### src/rtl/core/psev_pkg.sv
// Shared types and constants for the postfix stack evaluator.
// No dependencies; every other file of the block uses this package, except psev_ram.
`default_nettype none

package psev_pkg;

   localparam int STACK_DEPTH_DEF = 16;
   localparam int FRAC_BITS_DEF   = 16;
   localparam int VALUE_WIDTH     = 32;
   localparam int DEPTH_WIDTH     = 5;

   localparam logic signed [VALUE_WIDTH-1:0] VAL_MAX = 32'sh7FFF_FFFF;
   localparam logic signed [VALUE_WIDTH-1:0] VAL_MIN = 32'sh8000_0000;

   typedef enum logic [1:0] {
      REQ_PUSH  = 2'd0,
      REQ_APPLY = 2'd1,
      REQ_CLEAR = 2'd2
   } req_kind_type;

   typedef enum logic [1:0] {
      OP_ADD = 2'd0,
      OP_SUB = 2'd1,
      OP_MUL = 2'd2,
      OP_DIV = 2'd3
   } op_code_type;

   typedef enum logic [1:0] {
      ST_IDLE,
      ST_FETCH,
      ST_CALC,
      ST_REPLY
   } psev_state_type;

   typedef enum logic [1:0] {
      ALU_IDLE,
      ALU_MUL,
      ALU_DIV,
      ALU_FINISH
   } alu_state_type;

   typedef struct packed {
      op_code_type                    op;
      logic signed [VALUE_WIDTH-1:0]  left;
      logic signed [VALUE_WIDTH-1:0]  right;
   } alu_cmd_type;

   typedef struct packed {
      logic signed [VALUE_WIDTH-1:0]  value;
      logic                           sat;
      logic                           dz;
   } alu_res_type;

endpackage

`default_nettype wire

### src/rtl/core/psev_req_if.sv
// Request channel of the postfix stack evaluator: valid/ready plus one token.
// Depends on psev_pkg for the value width.
`default_nettype none

interface psev_req_if;
   logic                                    valid;
   logic                                    ready;
   logic [1:0]                              req_type;
   logic signed [psev_pkg::VALUE_WIDTH-1:0] operand_value;
   logic [1:0]                              operator_code;

   modport source (output valid, output req_type, output operand_value,
                   output operator_code, input ready);
   modport sink   (input valid, input req_type, input operand_value,
                   input operator_code, output ready);
endinterface

`default_nettype wire

### src/rtl/core/psev_rsp_if.sv
// Response channel of the postfix stack evaluator: valid/ready plus status.
// Depends on psev_pkg for the value and depth widths.
`default_nettype none

interface psev_rsp_if;
   logic                                    valid;
   logic                                    ready;
   logic signed [psev_pkg::VALUE_WIDTH-1:0] top_value;
   logic [psev_pkg::DEPTH_WIDTH-1:0]        stack_depth;
   logic                                    overflow_flag;
   logic                                    divide_by_zero;
   logic                                    saturated_flag;

   modport source (output valid, output top_value, output stack_depth,
                   output overflow_flag, output divide_by_zero,
                   output saturated_flag, input ready);
   modport sink   (input valid, input top_value, input stack_depth,
                   input overflow_flag, input divide_by_zero,
                   input saturated_flag, output ready);
endinterface

`default_nettype wire

### src/rtl/core/postfix_stack_evaluator.sv
// Postfix stack evaluator: takes one token per request (push a Q16.16 number,
// apply + - * / to the two top entries, or clear the stack) and returns one
// response per request with the new top value, the depth and three flags.
// The block handles one request at a time and lowers req ready while busy.
// A push, a clear or an unused request code passes through the fetch and reply
// states only; an operator also waits in the calc state for the shared
// arithmetic unit, which forms the product one multiplier bit per cycle
// (32 steps) and the quotient one bit per cycle over a dividend widened by
// the FRAC_BITS fraction bits (16 for Q16.16), except that a zero divisor
// skips those steps. Ready comes back in the cycle the response turns valid,
// and the next request can be accepted in that same cycle.
// A response that the sink has not yet taken holds the
// block back only at the end of the following request. Stack entries live in a
// small RAM with a registered read port; the top entry is also kept in a
// register so that an operator needs just one RAM read for its left operand.
`default_nettype none

module postfix_stack_evaluator #(
   parameter int STACK_DEPTH = psev_pkg::STACK_DEPTH_DEF,
   parameter int FRAC_BITS   = psev_pkg::FRAC_BITS_DEF
) (
   input wire logic   clock,
   input wire logic   reset,
   psev_req_if.sink   req_bus,
   psev_rsp_if.source rsp_bus
);
   import psev_pkg::*;

   localparam int AW = $clog2(STACK_DEPTH);
   localparam int CW = $clog2(STACK_DEPTH + 1);

   // Sequencer and stack bookkeeping.
   psev_state_type              state_ff, state_in;
   logic [CW-1:0]               count_ff, count_in;
   logic signed [VALUE_WIDTH-1:0] top_ff, top_in;

   // The request being worked on.
   req_kind_type                kind_ff, kind_in;
   op_code_type                 opc_ff, opc_in;
   logic signed [VALUE_WIDTH-1:0] value_ff, value_in;
   logic                        ovf_ff, ovf_in;
   logic                        dz_ff, dz_in;
   logic                        sat_ff, sat_in;

   // Response register.
   logic                        rsp_valid_ff, rsp_valid_in;
   logic signed [VALUE_WIDTH-1:0] rsp_top_ff, rsp_top_in;
   logic [DEPTH_WIDTH-1:0]      rsp_depth_ff, rsp_depth_in;
   logic                        rsp_ovf_ff, rsp_ovf_in;
   logic                        rsp_dz_ff, rsp_dz_in;
   logic                        rsp_sat_ff, rsp_sat_in;

   // Control strobes from the sequencer.
   logic                        accept;
   logic                        ram_we;
   logic [AW-1:0]               ram_waddr;
   logic [VALUE_WIDTH-1:0]      ram_wdata;
   logic [AW-1:0]               ram_raddr;
   logic [VALUE_WIDTH-1:0]      ram_rdata;
   logic                        rsp_load;
   logic                        alu_start;
   alu_cmd_type                 alu_cmd;
   logic                        alu_done;
   alu_res_type                 alu_res;

   logic                        stack_full;
   logic [AW-1:0]               below_top_addr;

   assign stack_full     = (count_ff >= CW'(STACK_DEPTH));
   // Address of the entry under the top; only meaningful with two or more
   // entries, and also the slot that receives an operator's result then.
   assign below_top_addr = AW'(count_ff - CW'(2));

   psev_ram #(
      .WIDTH (VALUE_WIDTH),
      .DEPTH (STACK_DEPTH)
   ) u_stack_ram (
      .clock   (clock),
      .wr_en   (ram_we),
      .wr_addr (ram_waddr),
      .wr_data (ram_wdata),
      .rd_addr (ram_raddr),
      .rd_data (ram_rdata)
   );

   psev_alu #(
      .FRAC_BITS (FRAC_BITS)
   ) u_alu (
      .clock (clock),
      .reset (reset),
      .start (alu_start),
      .cmd   (alu_cmd),
      .done  (alu_done),
      .res   (alu_res)
   );

   // Operands: the popped top is the right operand and the entry under it
   // the left one; a missing entry reads as zero.
   always_comb begin
      alu_cmd.op    = opc_ff;
      alu_cmd.right = (count_ff != '0) ? top_ff : '0;
      alu_cmd.left  = (count_ff >= CW'(2)) ? $signed(ram_rdata) : '0;
   end

   // Next state.
   always_comb begin
      state_in = state_ff;
      case (state_ff)
         ST_IDLE: begin
            if (req_bus.valid) begin
               state_in = ST_FETCH;
            end
         end
         ST_FETCH: begin
            if (kind_ff == REQ_APPLY) begin
               state_in = ST_CALC;
            end else begin
               state_in = ST_REPLY;
            end
         end
         ST_CALC: begin
            if (alu_done) begin
               state_in = ST_REPLY;
            end
         end
         ST_REPLY: begin
            if (!rsp_valid_ff || rsp_bus.ready) begin
               state_in = ST_IDLE;
            end
         end
         default: begin
            state_in = ST_IDLE;
         end
      endcase
   end

   // Sequencer outputs.
   always_comb begin
      accept    = 1'b0;
      ram_we    = 1'b0;
      ram_waddr = count_ff[AW-1:0];
      ram_wdata = value_ff;
      ram_raddr = below_top_addr;
      alu_start = 1'b0;
      rsp_load  = 1'b0;
      case (state_ff)
         ST_IDLE: begin
            accept = req_bus.valid;
         end
         ST_FETCH: begin
            case (kind_ff)
               REQ_PUSH: begin
                  ram_we = !stack_full;
               end
               REQ_APPLY: begin
                  alu_start = 1'b1;
               end
               default: begin
                  ram_we = 1'b0;
               end
            endcase
         end
         ST_CALC: begin
            // The result lands where the left operand was, or at the bottom
            // when fewer than two entries were there.
            ram_we    = alu_done;
            ram_wdata = alu_res.value;
            ram_waddr = (count_ff >= CW'(2)) ? below_top_addr : '0;
         end
         ST_REPLY: begin
            rsp_load = !rsp_valid_ff || rsp_bus.ready;
         end
         default: begin
            accept = 1'b0;
         end
      endcase
   end

   // Stack and request registers.
   always_comb begin
      count_in = count_ff;
      top_in   = top_ff;
      kind_in  = kind_ff;
      opc_in   = opc_ff;
      value_in = value_ff;
      ovf_in   = ovf_ff;
      dz_in    = dz_ff;
      sat_in   = sat_ff;
      if (accept) begin
         kind_in  = req_kind_type'(req_bus.req_type);
         opc_in   = op_code_type'(req_bus.operator_code);
         value_in = req_bus.operand_value;
         ovf_in   = 1'b0;
         dz_in    = 1'b0;
         sat_in   = 1'b0;
      end
      if (state_ff == ST_FETCH) begin
         case (kind_ff)
            REQ_PUSH: begin
               if (stack_full) begin
                  ovf_in = 1'b1;
               end else begin
                  count_in = count_ff + CW'(1);
                  top_in   = value_ff;
               end
            end
            REQ_CLEAR: begin
               count_in = '0;
            end
            default: begin
               count_in = count_ff;
            end
         endcase
      end
      if (state_ff == ST_CALC && alu_done) begin
         // Two pops and one push: the depth drops by one, or becomes one
         // when the stack held fewer than two entries.
         count_in = (count_ff >= CW'(2)) ? (count_ff - CW'(1)) : CW'(1);
         top_in   = alu_res.value;
         dz_in    = alu_res.dz;
         sat_in   = alu_res.sat;
      end
   end

   // Response register; it may still be full when the next request starts.
   always_comb begin
      rsp_valid_in = rsp_valid_ff && !rsp_bus.ready;
      rsp_top_in   = rsp_top_ff;
      rsp_depth_in = rsp_depth_ff;
      rsp_ovf_in   = rsp_ovf_ff;
      rsp_dz_in    = rsp_dz_ff;
      rsp_sat_in   = rsp_sat_ff;
      if (rsp_load) begin
         rsp_valid_in = 1'b1;
         rsp_top_in   = (count_ff != '0) ? top_ff : '0;
         rsp_depth_in = DEPTH_WIDTH'(count_ff);
         rsp_ovf_in   = ovf_ff;
         rsp_dz_in    = dz_ff;
         rsp_sat_in   = sat_ff;
      end
   end

   always_ff @(posedge clock) begin
      if (reset) begin
         state_ff     <= ST_IDLE;
         count_ff     <= '0;
         rsp_valid_ff <= 1'b0;
      end else begin
         state_ff     <= state_in;
         count_ff     <= count_in;
         rsp_valid_ff <= rsp_valid_in;
      end
      top_ff       <= top_in;
      kind_ff      <= kind_in;
      opc_ff       <= opc_in;
      value_ff     <= value_in;
      ovf_ff       <= ovf_in;
      dz_ff        <= dz_in;
      sat_ff       <= sat_in;
      rsp_top_ff   <= rsp_top_in;
      rsp_depth_ff <= rsp_depth_in;
      rsp_ovf_ff   <= rsp_ovf_in;
      rsp_dz_ff    <= rsp_dz_in;
      rsp_sat_ff   <= rsp_sat_in;
   end

   assign req_bus.ready          = (state_ff == ST_IDLE);
   assign rsp_bus.valid          = rsp_valid_ff;
   assign rsp_bus.top_value      = rsp_top_ff;
   assign rsp_bus.stack_depth    = rsp_depth_ff;
   assign rsp_bus.overflow_flag  = rsp_ovf_ff;
   assign rsp_bus.divide_by_zero = rsp_dz_ff;
   assign rsp_bus.saturated_flag = rsp_sat_ff;

endmodule

`default_nettype wire

### src/rtl/core/psev_ram.sv
// Generic single-write, single-read RAM with a registered read port.
// No dependencies.
`default_nettype none

module psev_ram #(
   parameter int WIDTH = 32,
   parameter int DEPTH = 16
) (
   input  wire logic                     clock,
   input  wire logic                     wr_en,
   input  wire logic [$clog2(DEPTH)-1:0] wr_addr,
   input  wire logic [WIDTH-1:0]         wr_data,
   input  wire logic [$clog2(DEPTH)-1:0] rd_addr,
   output      logic [WIDTH-1:0]         rd_data
);

   logic [WIDTH-1:0] mem_ff [DEPTH];

   always_ff @(posedge clock) begin
      if (wr_en) begin
         mem_ff[wr_addr] <= wr_data;
      end
      rd_data <= mem_ff[rd_addr];
   end

endmodule

`default_nettype wire

### src/rtl/core/psev_alu.sv
// Shared fixed-point arithmetic unit: saturating add and subtract, shift-add
// multiply and restoring divide, all over one shared adder.
// Depends on psev_pkg.
`default_nettype none

module psev_alu #(
   parameter int FRAC_BITS = psev_pkg::FRAC_BITS_DEF
) (
   input  wire logic                  clock,
   input  wire logic                  reset,
   input  wire logic                  start,
   input  wire psev_pkg::alu_cmd_type cmd,
   output      logic                  done,
   output      psev_pkg::alu_res_type res
);
   import psev_pkg::*;

   // Dividend width: the left magnitude shifted up by the fraction bits.
   localparam int DW        = VALUE_WIDTH + FRAC_BITS;
   localparam int MUL_SHIFT = DW - VALUE_WIDTH;
   localparam int IW        = $clog2(DW);

   alu_state_type           state_ff, state_in;
   logic [IW-1:0]           iter_ff, iter_in;
   logic [32:0]             hi_ff, hi_in;
   logic [DW-1:0]           lo_ff, lo_in;
   logic [31:0]             mag_ff, mag_in;
   logic                    neg_ff, neg_in;
   logic                    is_mul_ff, is_mul_in;
   logic                    done_ff, done_in;
   alu_res_type             res_ff, res_in;

   logic [33:0]             add_a, add_b, add_sum;
   logic                    add_sub;
   logic [31:0]             mag_left, mag_right;
   logic [32:0]             div_trial;
   logic [63:0]             product, qmag;
   logic [63:0]             frac_mask;
   logic                    neg_eff;

   assign mag_left  = cmd.left[31]  ? 32'(-cmd.left)  : 32'(cmd.left);
   assign mag_right = cmd.right[31] ? 32'(-cmd.right) : 32'(cmd.right);
   assign div_trial = {hi_ff[31:0], lo_ff[DW-1]};
   assign product   = {hi_ff[31:0], lo_ff[DW-1 -: 32]};
   assign frac_mask = (64'd1 << FRAC_BITS) - 64'd1;

   // The one adder of the unit; its operands depend on the phase.
   always_comb begin
      add_a   = '0;
      add_b   = '0;
      add_sub = 1'b0;
      case (state_ff)
         ALU_IDLE: begin
            add_a   = {{2{cmd.left[31]}}, cmd.left};
            add_b   = {{2{cmd.right[31]}}, cmd.right};
            add_sub = (cmd.op == OP_SUB);
         end
         ALU_MUL: begin
            add_a = {1'b0, hi_ff};
            add_b = {2'b00, mag_ff};
         end
         ALU_DIV: begin
            add_a   = {1'b0, div_trial};
            add_b   = {2'b00, mag_ff};
            add_sub = 1'b1;
         end
         default: begin
            add_a = '0;
         end
      endcase
      add_sum = add_sub ? (add_a - add_b) : (add_a + add_b);
   end

   // Next state.
   always_comb begin
      state_in = state_ff;
      case (state_ff)
         ALU_IDLE: begin
            if (start && cmd.op == OP_MUL) begin
               state_in = ALU_MUL;
            end else if (start && cmd.op == OP_DIV && cmd.right != '0) begin
               state_in = ALU_DIV;
            end
         end
         ALU_MUL: begin
            if (iter_ff == IW'(VALUE_WIDTH - 1)) begin
               state_in = ALU_FINISH;
            end
         end
         ALU_DIV: begin
            if (iter_ff == IW'(DW - 1)) begin
               state_in = ALU_FINISH;
            end
         end
         ALU_FINISH: begin
            state_in = ALU_IDLE;
         end
         default: begin
            state_in = ALU_IDLE;
         end
      endcase
   end

   // Datapath updates.
   always_comb begin
      iter_in   = iter_ff;
      hi_in     = hi_ff;
      lo_in     = lo_ff;
      mag_in    = mag_ff;
      neg_in    = neg_ff;
      is_mul_in = is_mul_ff;
      res_in    = res_ff;
      done_in   = 1'b0;
      qmag      = '0;
      neg_eff   = 1'b0;
      case (state_ff)
         ALU_IDLE: begin
            iter_in = '0;
            hi_in   = '0;
            neg_in  = cmd.left[31] ^ cmd.right[31];
            if (start) begin
               case (cmd.op)
                  OP_ADD, OP_SUB: begin
                     res_in.dz  = 1'b0;
                     res_in.sat = 1'b0;
                     res_in.value = add_sum[31:0];
                     if (!add_sum[32] && add_sum[31]) begin
                        res_in.value = VAL_MAX;
                        res_in.sat   = 1'b1;
                     end else if (add_sum[32] && !add_sum[31]) begin
                        res_in.value = VAL_MIN;
                        res_in.sat   = 1'b1;
                     end
                     done_in = 1'b1;
                  end
                  OP_MUL: begin
                     is_mul_in = 1'b1;
                     mag_in    = mag_left;
                     lo_in     = DW'(mag_right) << MUL_SHIFT;
                  end
                  OP_DIV: begin
                     is_mul_in = 1'b0;
                     mag_in    = mag_right;
                     lo_in     = DW'(mag_left) << FRAC_BITS;
                     if (cmd.right == '0) begin
                        res_in.value = cmd.left[31] ? VAL_MIN : VAL_MAX;
                        res_in.sat   = 1'b1;
                        res_in.dz    = 1'b1;
                        done_in      = 1'b1;
                     end
                  end
                  default: begin
                     done_in = 1'b0;
                  end
               endcase
            end
         end
         ALU_MUL: begin
            // Add the multiplicand when the current multiplier bit is set,
            // then shift the double-width product right by one.
            if (lo_ff[MUL_SHIFT]) begin
               hi_in = {1'b0, add_sum[32:1]};
               lo_in = {add_sum[0], lo_ff[DW-1:1]};
            end else begin
               hi_in = {1'b0, hi_ff[32:1]};
               lo_in = {hi_ff[0], lo_ff[DW-1:1]};
            end
            iter_in = iter_ff + IW'(1);
         end
         ALU_DIV: begin
            // One quotient bit per cycle: keep the trial difference when it
            // does not borrow.
            if (!add_sum[33]) begin
               hi_in = add_sum[32:0];
               lo_in = {lo_ff[DW-2:0], 1'b1};
            end else begin
               hi_in = div_trial;
               lo_in = {lo_ff[DW-2:0], 1'b0};
            end
            iter_in = iter_ff + IW'(1);
         end
         ALU_FINISH: begin
            if (is_mul_ff) begin
               // Floor of a negative product: round the magnitude up.
               qmag = (product >> FRAC_BITS)
                    + 64'(neg_ff && ((product & frac_mask) != '0));
            end else begin
               qmag = 64'(lo_ff);
            end
            neg_eff    = neg_ff && (qmag != '0);
            res_in.dz  = 1'b0;
            res_in.sat = 1'b0;
            if (neg_eff) begin
               if (qmag > 64'h8000_0000) begin
                  res_in.value = VAL_MIN;
                  res_in.sat   = 1'b1;
               end else begin
                  res_in.value = -qmag[31:0];
               end
            end else begin
               if (qmag > 64'h7FFF_FFFF) begin
                  res_in.value = VAL_MAX;
                  res_in.sat   = 1'b1;
               end else begin
                  res_in.value = qmag[31:0];
               end
            end
            done_in = 1'b1;
         end
         default: begin
            done_in = 1'b0;
         end
      endcase
   end

   always_ff @(posedge clock) begin
      if (reset) begin
         state_ff <= ALU_IDLE;
         done_ff  <= 1'b0;
      end else begin
         state_ff <= state_in;
         done_ff  <= done_in;
      end
      iter_ff   <= iter_in;
      hi_ff     <= hi_in;
      lo_ff     <= lo_in;
      mag_ff    <= mag_in;
      neg_ff    <= neg_in;
      is_mul_ff <= is_mul_in;
      res_ff    <= res_in;
   end

   assign done = done_ff;
   assign res  = res_ff;

endmodule

`default_nettype wire

### src/flat_wrapper.sv
// flat-port wrapper written by rule: the top's interface ports become plain ports
module postfix_stack_evaluator_flat import psev_pkg::*;
#(
   parameter int STACK_DEPTH = psev_pkg::STACK_DEPTH_DEF,
   parameter int FRAC_BITS   = psev_pkg::FRAC_BITS_DEF
)
  (clock, reset, req_bus_valid, req_bus_req_type, req_bus_operand_value, req_bus_operator_code, req_bus_ready, rsp_bus_valid, rsp_bus_top_value, rsp_bus_stack_depth, rsp_bus_overflow_flag, rsp_bus_divide_by_zero, rsp_bus_saturated_flag, rsp_bus_ready);
  psev_req_if req_bus_i ();
  psev_rsp_if rsp_bus_i ();
  input wire logic clock;
  input wire logic reset;
  input wire logic [$bits(req_bus_i.valid)-1:0] req_bus_valid;
  input wire logic [$bits(req_bus_i.req_type)-1:0] req_bus_req_type;
  input wire logic [$bits(req_bus_i.operand_value)-1:0] req_bus_operand_value;
  input wire logic [$bits(req_bus_i.operator_code)-1:0] req_bus_operator_code;
  output wire logic [$bits(req_bus_i.ready)-1:0] req_bus_ready;
  output wire logic [$bits(rsp_bus_i.valid)-1:0] rsp_bus_valid;
  output wire logic [$bits(rsp_bus_i.top_value)-1:0] rsp_bus_top_value;
  output wire logic [$bits(rsp_bus_i.stack_depth)-1:0] rsp_bus_stack_depth;
  output wire logic [$bits(rsp_bus_i.overflow_flag)-1:0] rsp_bus_overflow_flag;
  output wire logic [$bits(rsp_bus_i.divide_by_zero)-1:0] rsp_bus_divide_by_zero;
  output wire logic [$bits(rsp_bus_i.saturated_flag)-1:0] rsp_bus_saturated_flag;
  input wire logic [$bits(rsp_bus_i.ready)-1:0] rsp_bus_ready;
  assign req_bus_i.valid = req_bus_valid;
  assign req_bus_i.req_type = req_bus_req_type;
  assign req_bus_i.operand_value = req_bus_operand_value;
  assign req_bus_i.operator_code = req_bus_operator_code;
  assign req_bus_ready = req_bus_i.ready;
  assign rsp_bus_valid = rsp_bus_i.valid;
  assign rsp_bus_top_value = rsp_bus_i.top_value;
  assign rsp_bus_stack_depth = rsp_bus_i.stack_depth;
  assign rsp_bus_overflow_flag = rsp_bus_i.overflow_flag;
  assign rsp_bus_divide_by_zero = rsp_bus_i.divide_by_zero;
  assign rsp_bus_saturated_flag = rsp_bus_i.saturated_flag;
  assign rsp_bus_i.ready = rsp_bus_ready;
  postfix_stack_evaluator #(.STACK_DEPTH(STACK_DEPTH), .FRAC_BITS(FRAC_BITS)) u_core (.clock(clock), .reset(reset), .req_bus(req_bus_i), .rsp_bus(rsp_bus_i));
endmodule
### config.mk
export PLATFORM = sky130hd
export DESIGN_NAME = postfix_stack_evaluator_flat
export DESIGN_NICKNAME = d
export VERILOG_FILES = /design/src/rtl/core/psev_pkg.sv /design/src/rtl/core/psev_req_if.sv /design/src/rtl/core/psev_rsp_if.sv /design/src/rtl/core/postfix_stack_evaluator.sv /design/src/rtl/core/psev_ram.sv /design/src/rtl/core/psev_alu.sv /design/src/flat_wrapper.sv
export SDC_FILE = /design/constraint.sdc
export NUM_CORES = 2
export LEC_CHECK = 0
export BUFFER_PORTS_ARGS = -buffer_cell sky130_fd_sc_hd__clkbuf_2
export CAP_MARGIN = 15
export CORE_MARGIN = 2
export CORE_UTILIZATION = 25
export DETAILED_ROUTE_END_ITERATION = 10
export GPL_TIMING_DRIVEN = 0
export SYNTH_ARGS = -nofsm -noshare
export SYNTH_HDL_FRONTEND = slang
export SYNTH_SLANG_ARGS = --single-unit
export TNS_END_PERCENT = 10
### constraint.sdc
create_clock -name clock -period 21.9 [get_ports clock]
set_input_delay 0 -clock clock [delete_from_list [all_inputs] [get_ports clock]]
set_output_delay 0 -clock clock [all_outputs]
set_load 0.02 [all_outputs]
## Yosys cells after proc, flatten, opt, wreduce, memory -nomap -nowiden

Memory sizes are Yosys's and may differ from the RTL's. A register that Yosys moved wholly into a read port is not among the register bits.
Index checks and enable logic that the tools add are counted.

| cells by class | value |
|---|---|
| add/sub/neg operators | 10 |
| magnitude comparators | 4 |
| equality and inequality tests | 25 |
| multiplexer cells | 75 |
| bitwise gates (word level) | 1 |
| reductions and logical operators | 41 |

Operators with widths:

| kind | count |
|---|---|
| 2-to-1 mux 32 bit | 13 |
| one-hot mux 34 bit (2 select lines) | 3 |
| one-hot mux 48 bit (3 select lines) | 1 |
| 2-to-1 mux 33 bit | 4 |
| nonzero test 64 bit | 2 |
| 2-to-1 mux 34 bit | 3 |
| one-hot mux 34 bit (3 select lines) | 1 |
| one-hot mux 33 bit (3 select lines) | 1 |
| 2-to-1 mux 48 bit | 2 |
| negation 32 bit | 3 |
| one-hot mux 48 bit (2 select lines) | 1 |
| > comparator 64 x 31 -> 1 bit (second input constant) | 1 |
| > comparator 64 x 32 -> 1 bit (second input constant) | 1 |
| 2-to-1 mux 64 bit | 1 |
| one-hot mux 32 bit (2 select lines) | 1 |
| adder 48 x 1 -> 49 bit | 1 |
| 2-to-1 mux 49 bit | 1 |
| adder 34 bit | 1 |
| subtractor 34 bit | 1 |
| logical NOT 32 bit | 1 |
| nonzero test 32 bit | 1 |
| 2-to-1 mux 1 bit | 21 |
| 2-to-1 mux 5 bit | 4 |
| AND reduction 3 bit | 6 |
| 30 further kinds | 81 |

| word-level totals | value |
|---|---|
| bits in registers | 277 |
| memory bits (writable) | 512 |
| input bits | 40 |
| output and inout bits | 42 |
| word-level logic and storage cells | 183 |
| memories kept | 1 |

Memories:

| name | depth | width | read ports | clocked after memory_dff | wr ports | RTL line | text |
|---|---|---|---|---|---|---|---|
| u_core.u_stack_ram.mem_ff | 16 | 32 | 1 | 1 | 1 | psev_ram.sv:17 | `logic [WIDTH-1:0] mem_ff [DEPTH];` |

## Longest topological paths before layout

| logic depth | value |
|---|---|
| depth in word-level cells | 12 |
| depth in mapped cells | 35 |
| mapped depth without buffers | 29 |

## By module

Synthesis repeated with hierarchy kept, for this count alone.

| unflattened totals | value |
|---|---|
| cells, all modules | 3160 |
| area, all modules | 40956.8 µm² |

By module, submodules not included:

| module | times used | cells an instance | area each (µm²) | seq. area each (µm²) |
|---|---|---|---|---|
| psev_ram | 1 | 838 | 19835.3 | 16015.4 |
| psev_alu | 1 | 1897 | 15797.7 | 4714.5 |
| postfix_stack_evaluator | 1 | 425 | 5323.9 | 3483.3 |

## Least setup slack after synthesis

OpenSTA, ideal clock, no wires.

| path | value |
|---|---|
| path kind | register -> register |
| start | reg u_core.count_ff[0] |
| end | reg u_core.u_alu.res_ff, in the netlist u_core.u_alu.res[29], data pin |
| setup time | 0.322 ns |
| arrival time | 7.075 ns |
| required time | 21.578 ns |
| path slack | 14.504 ns |
| cell stages (with the launch flop) | 35 |
| path buffers | 7 |
| clock period less this slack | 7.396 ns |
| cells stage by stage | dfxtp_1 > clkbuf_1 > clkbuf_1 > inv_1 > ha_1 > nor4b_2 > nor2_1 > clkbuf_1 > clkbuf_1 > a22oi_1 > ha_1 > o211a_1 > o211a_1 > o211a_1 > and3_1 > a21oi_1 > xor2_1 > ha_1 > clkbuf_1 > and3_1 > a221o_1 > a21o_1 > a311o_1 > o21ai_1 > a21oi_1 > o31a_1 > nor2_1 > xnor2_1 > inv_1 > ha_1 > clkbuf_1 > clkbuf_1 > a21o_1 > a21oi_1 > o31ai_1 |

RTL lines:

| element | RTL line | text |
|---|---|---|
| start, declared | postfix_stack_evaluator.sv:34 | `logic [CW-1:0] count_ff, count_in;` |
| start signal, assigned | postfix_stack_evaluator.sv:250 | `count_ff <= count_in;` |
| end signal, assigned | psev_alu.sv:230 | `res_ff <= res_in;` |
| end, declared | psev_alu.sv:31 | `alu_res_type res_ff, res_in;` |

==> impl_results.md <==
* Mapped Cells at 3184
* Status: finished, final reports clean
* Drt initial violations at 4284
* CP delay by family, top: compound AO/OA/AOI/OAI gates
* Place WS at 11500 ps
* H-Tree Depth at 3
* Main combinational cell family by area after synthesis: compound AO/OA/AOI/OAI gates
* Antenna violations before repair at 12
* CTS clk-pin slew, worst paths at 60 ps
* # resized after CTS at 0
* Startpoint types: flop
* Setup TNS at 0 ps
* Row count at 149
* Vias in the first global route at 28.44k
* CP dominant cell by count: clkbuf_1
* GRT Overall Usage at 18.05%
* Largest net degree at the start of global routing at 49
* Clock Latency Late Sink at 720 ps
* Layout net count at 3530
* WL final at 158.0 mm
* Pleak at 15.65 nW
* IO Count at 82
* Worst-path fanout max at 10
* Syn Std Cell Area at 0.04162 mm^2
* Syn avg cell area at 13.07 um^2
* Register area share after synthesis at 58.18%
* R2R depth at 33
* CTS Hold Bufs at 49
* RSZ-0062 raised after global routing: no
* Clock sink count at 821
* Yosys Warn Count at 0
* Share of post-route cells with drive strength above 1 at 16.19%
* Slew Limit Fails at 0
* Crit path DAT at 10960 ps
* RD Place Congestion at 1.021
* Most used DFF post-synth: edfxtp_1
* CTS tree: yes
* Complex-gate fraction of the synthesized area at 12.22%
* Total of max-cap violations at 0
* Die footprint at 0.1698 mm^2
* DP HPWL at 119.2 mm
* Mux share of post-synthesis cell area at 12.12%
* Vias post-DR at 30.61k
* DRC Markers at 0
* XOR/XNOR Fraction of Synth Area at 2.982%
* Fin cells at 5687
* Hold Crit Class: input pin to flop
* CP Capture Type: flop
* Adder-cell share of the synthesized area at 1.852%
* Worst-margin pin slew at 1350 ps
* Post-CTS Repair Setup Buffers at 0
* Synthesized flop and latch total at 821
* Die Span X at 412.0 um
* Fin. Hold Viols at 0
* Core area at 0.1652 mm^2
* Clock root buffer: clkbuf_16
* Die height at 412.0 um
* Commonest non-fill, non-tap cell in the layout: edfxtp_1
* DR pass1 iterations at 8
* Placed instance count at 5479
* Routed Antenna Nets at 0
* CP max-delay cell: buf_1
* EDFF count, synth at 777
* Buffers & Inverters on Critical Path at 8
* Synth Net Count at 3285
* Crit path depth at 33
* Hold path depth at 2
* Power Density at 154.6 mW/mm^2
* Wire per inst at 27.78 um
* Slew HR at 10.02%
* First-pass GRT wire length at 219.8 mm
* Peak supply drop at 0.1559 mV
* TritonCTS buffer count at 87
* Starting Density at 25.20%
* Maximum root-to-sink buffer count at 3
* Final cycle utilization of the critical path at 48.34%
* Worst hold slack at 29.44 ps
* Slowest Stage Delay on Critical Path at 750 ps
* Fin crit period at 10590 ps
* GRT overflow at 0
* Fin worst setup slack at 11310 ps
* Number of library cell types mapped by synthesis at 99
* Area growth syn-to-layout at 17.34%
* Simple-Gate Fraction of Synth Area at 9.734%
* Req. time, crit path at 22270 ps
* Asr flop ratio synth at 0%
* Fmax at 94.46 MHz
* Setup-failing EPs final at 0
* Commonest cells after routing, fill and taps aside: edfxtp_1, nand2_1, nor2_1
* Number of port buffers at 81
* Type of the worst setup path: flop to flop
* Setup Skew at 51.18 ps
* Pwr Total at 0.007550 W
* Vias per cell at 5.383
==> worst paths after layout <==
kind,startpoint,to,slack [ps]
hold reg to reg,u_core.dz_ff,u_core.rsp_bus.divide_by_zero,440
setup / recovery,u_core.count_ff[1],u_core.u_alu.res[29],11310
setup reg to reg,u_core.count_ff[1],u_core.u_alu.res[29],11310
hold / removal,req_bus_operand_value[10],u_core.value_ff[10],30
==> through the flow <==
step                      area [um^2]  utilization (%)
final                           48840            29.57
after global routing            48840            29.57
after CTS                       48820            29.56
after detailed placement        45490            27.54
after global placement          44760            27.10
after floorplan                 41620                -
==> layout make-up <==
type	count	area [um^2]
clock inverter	45	476.7
timing repair buffer	156	1465
sequential	821	24210
clock buffer	112	2366
inverter	62	232.7
antenna	1	2.502
multi-input combinational	2063	16360
tap	2189	2739
buffer	238	982.2
fill	16729	116300
==> per-layer routing <==
| layer | wire (um) | share of wire [%] | GRT usage [%] | vias to the layer above |
|---|---|---|---|---|
| met1 | 65990 | 42 | 24.89 | 15702 |
| met5 | 13 | 0.0082 | 0 | - |
| met2 | 72460 | 46 | 28.52 | 1656 |
| met4 | 5164 | 3.3 | 5.468 | 2 |
| met3 | 14360 | 9.1 | 3.616 | 240 |
| li1 | - | - | - | 13011 |
==> synthesized netlist by cell type, drive strengths merged, types with 29 or more instances <==
cell / count / share of area, %
nand4: 30 / 0.52
nor4: 36 / 0.59
clkbuf: 176 / 1.6
xor2: 93 / 2.0
a211oi: 29 / 0.52
mux4: 160 / 8.7
a221oi: 35 / 0.74
nor3: 77 / 0.98
o31ai: 67 / 1.3
edfxtp: 777 / 56
mux2i: 63 / 1.5
o21ai: 137 / 1.7
ha: 60 / 1.8
nand2: 211 / 1.9
a22oi: 78 / 1.4
inv: 59 / 0.53
dfxtp: 44 / 2.1
mux2: 72 / 1.9
nor2: 227 / 2.1
xnor2: 47 / 0.99
a21o: 32 / 0.58
a21oi: 134 / 1.6
buf: 62 / 0.76
o22ai: 33 / 0.50
and2: 45 / 0.68
nand3: 67 / 0.82
==> state kept, by name, indices dropped and copies added (netlist names), 2 cells and up <==
register / flops
u_core.u_alu.res: 34
u_core.top_ff: 32
u_core.value_ff: 32
u_core.u_alu.mag_ff: 32
u_core.rsp_bus.top_value: 32
u_core.opc_ff: 2
u_core.state_ff: 2
u_core.u_stack_ram.rd_data: 32
u_core.u_alu.lo_ff: 48
u_core.u_alu.state_ff: 2
u_core.u_alu.hi_ff: 33
u_core.u_stack_ram.mem_ff: 512
u_core.count_ff: 5
u_core.kind_ff: 2
u_core.u_alu.iter_ff: 6
u_core.rsp_bus.stack_depth: 5
==> where the power goes <==
group          internal, W  switching (W)
sequential         0.00200       0.000173
combinational      0.00119        0.00269
clock             0.000852       0.000646
total              0.00405        0.00351
==> cell families (layout without fill, tap and decap cells) <==
kind of cell | after synthesis | in the layout
buffers and inverters | 300 | 613
muxes | 295 | 295
AOI/OAI and AO/OA | 741 | 741
other | 0 | 1
and+or+nand+nor | 826 | 826
adders and majority gates | 61 | 61
DFF | 821 | 821
xor gates and xnor gates | 140 | 140
(Power assumes the default switching activity.)
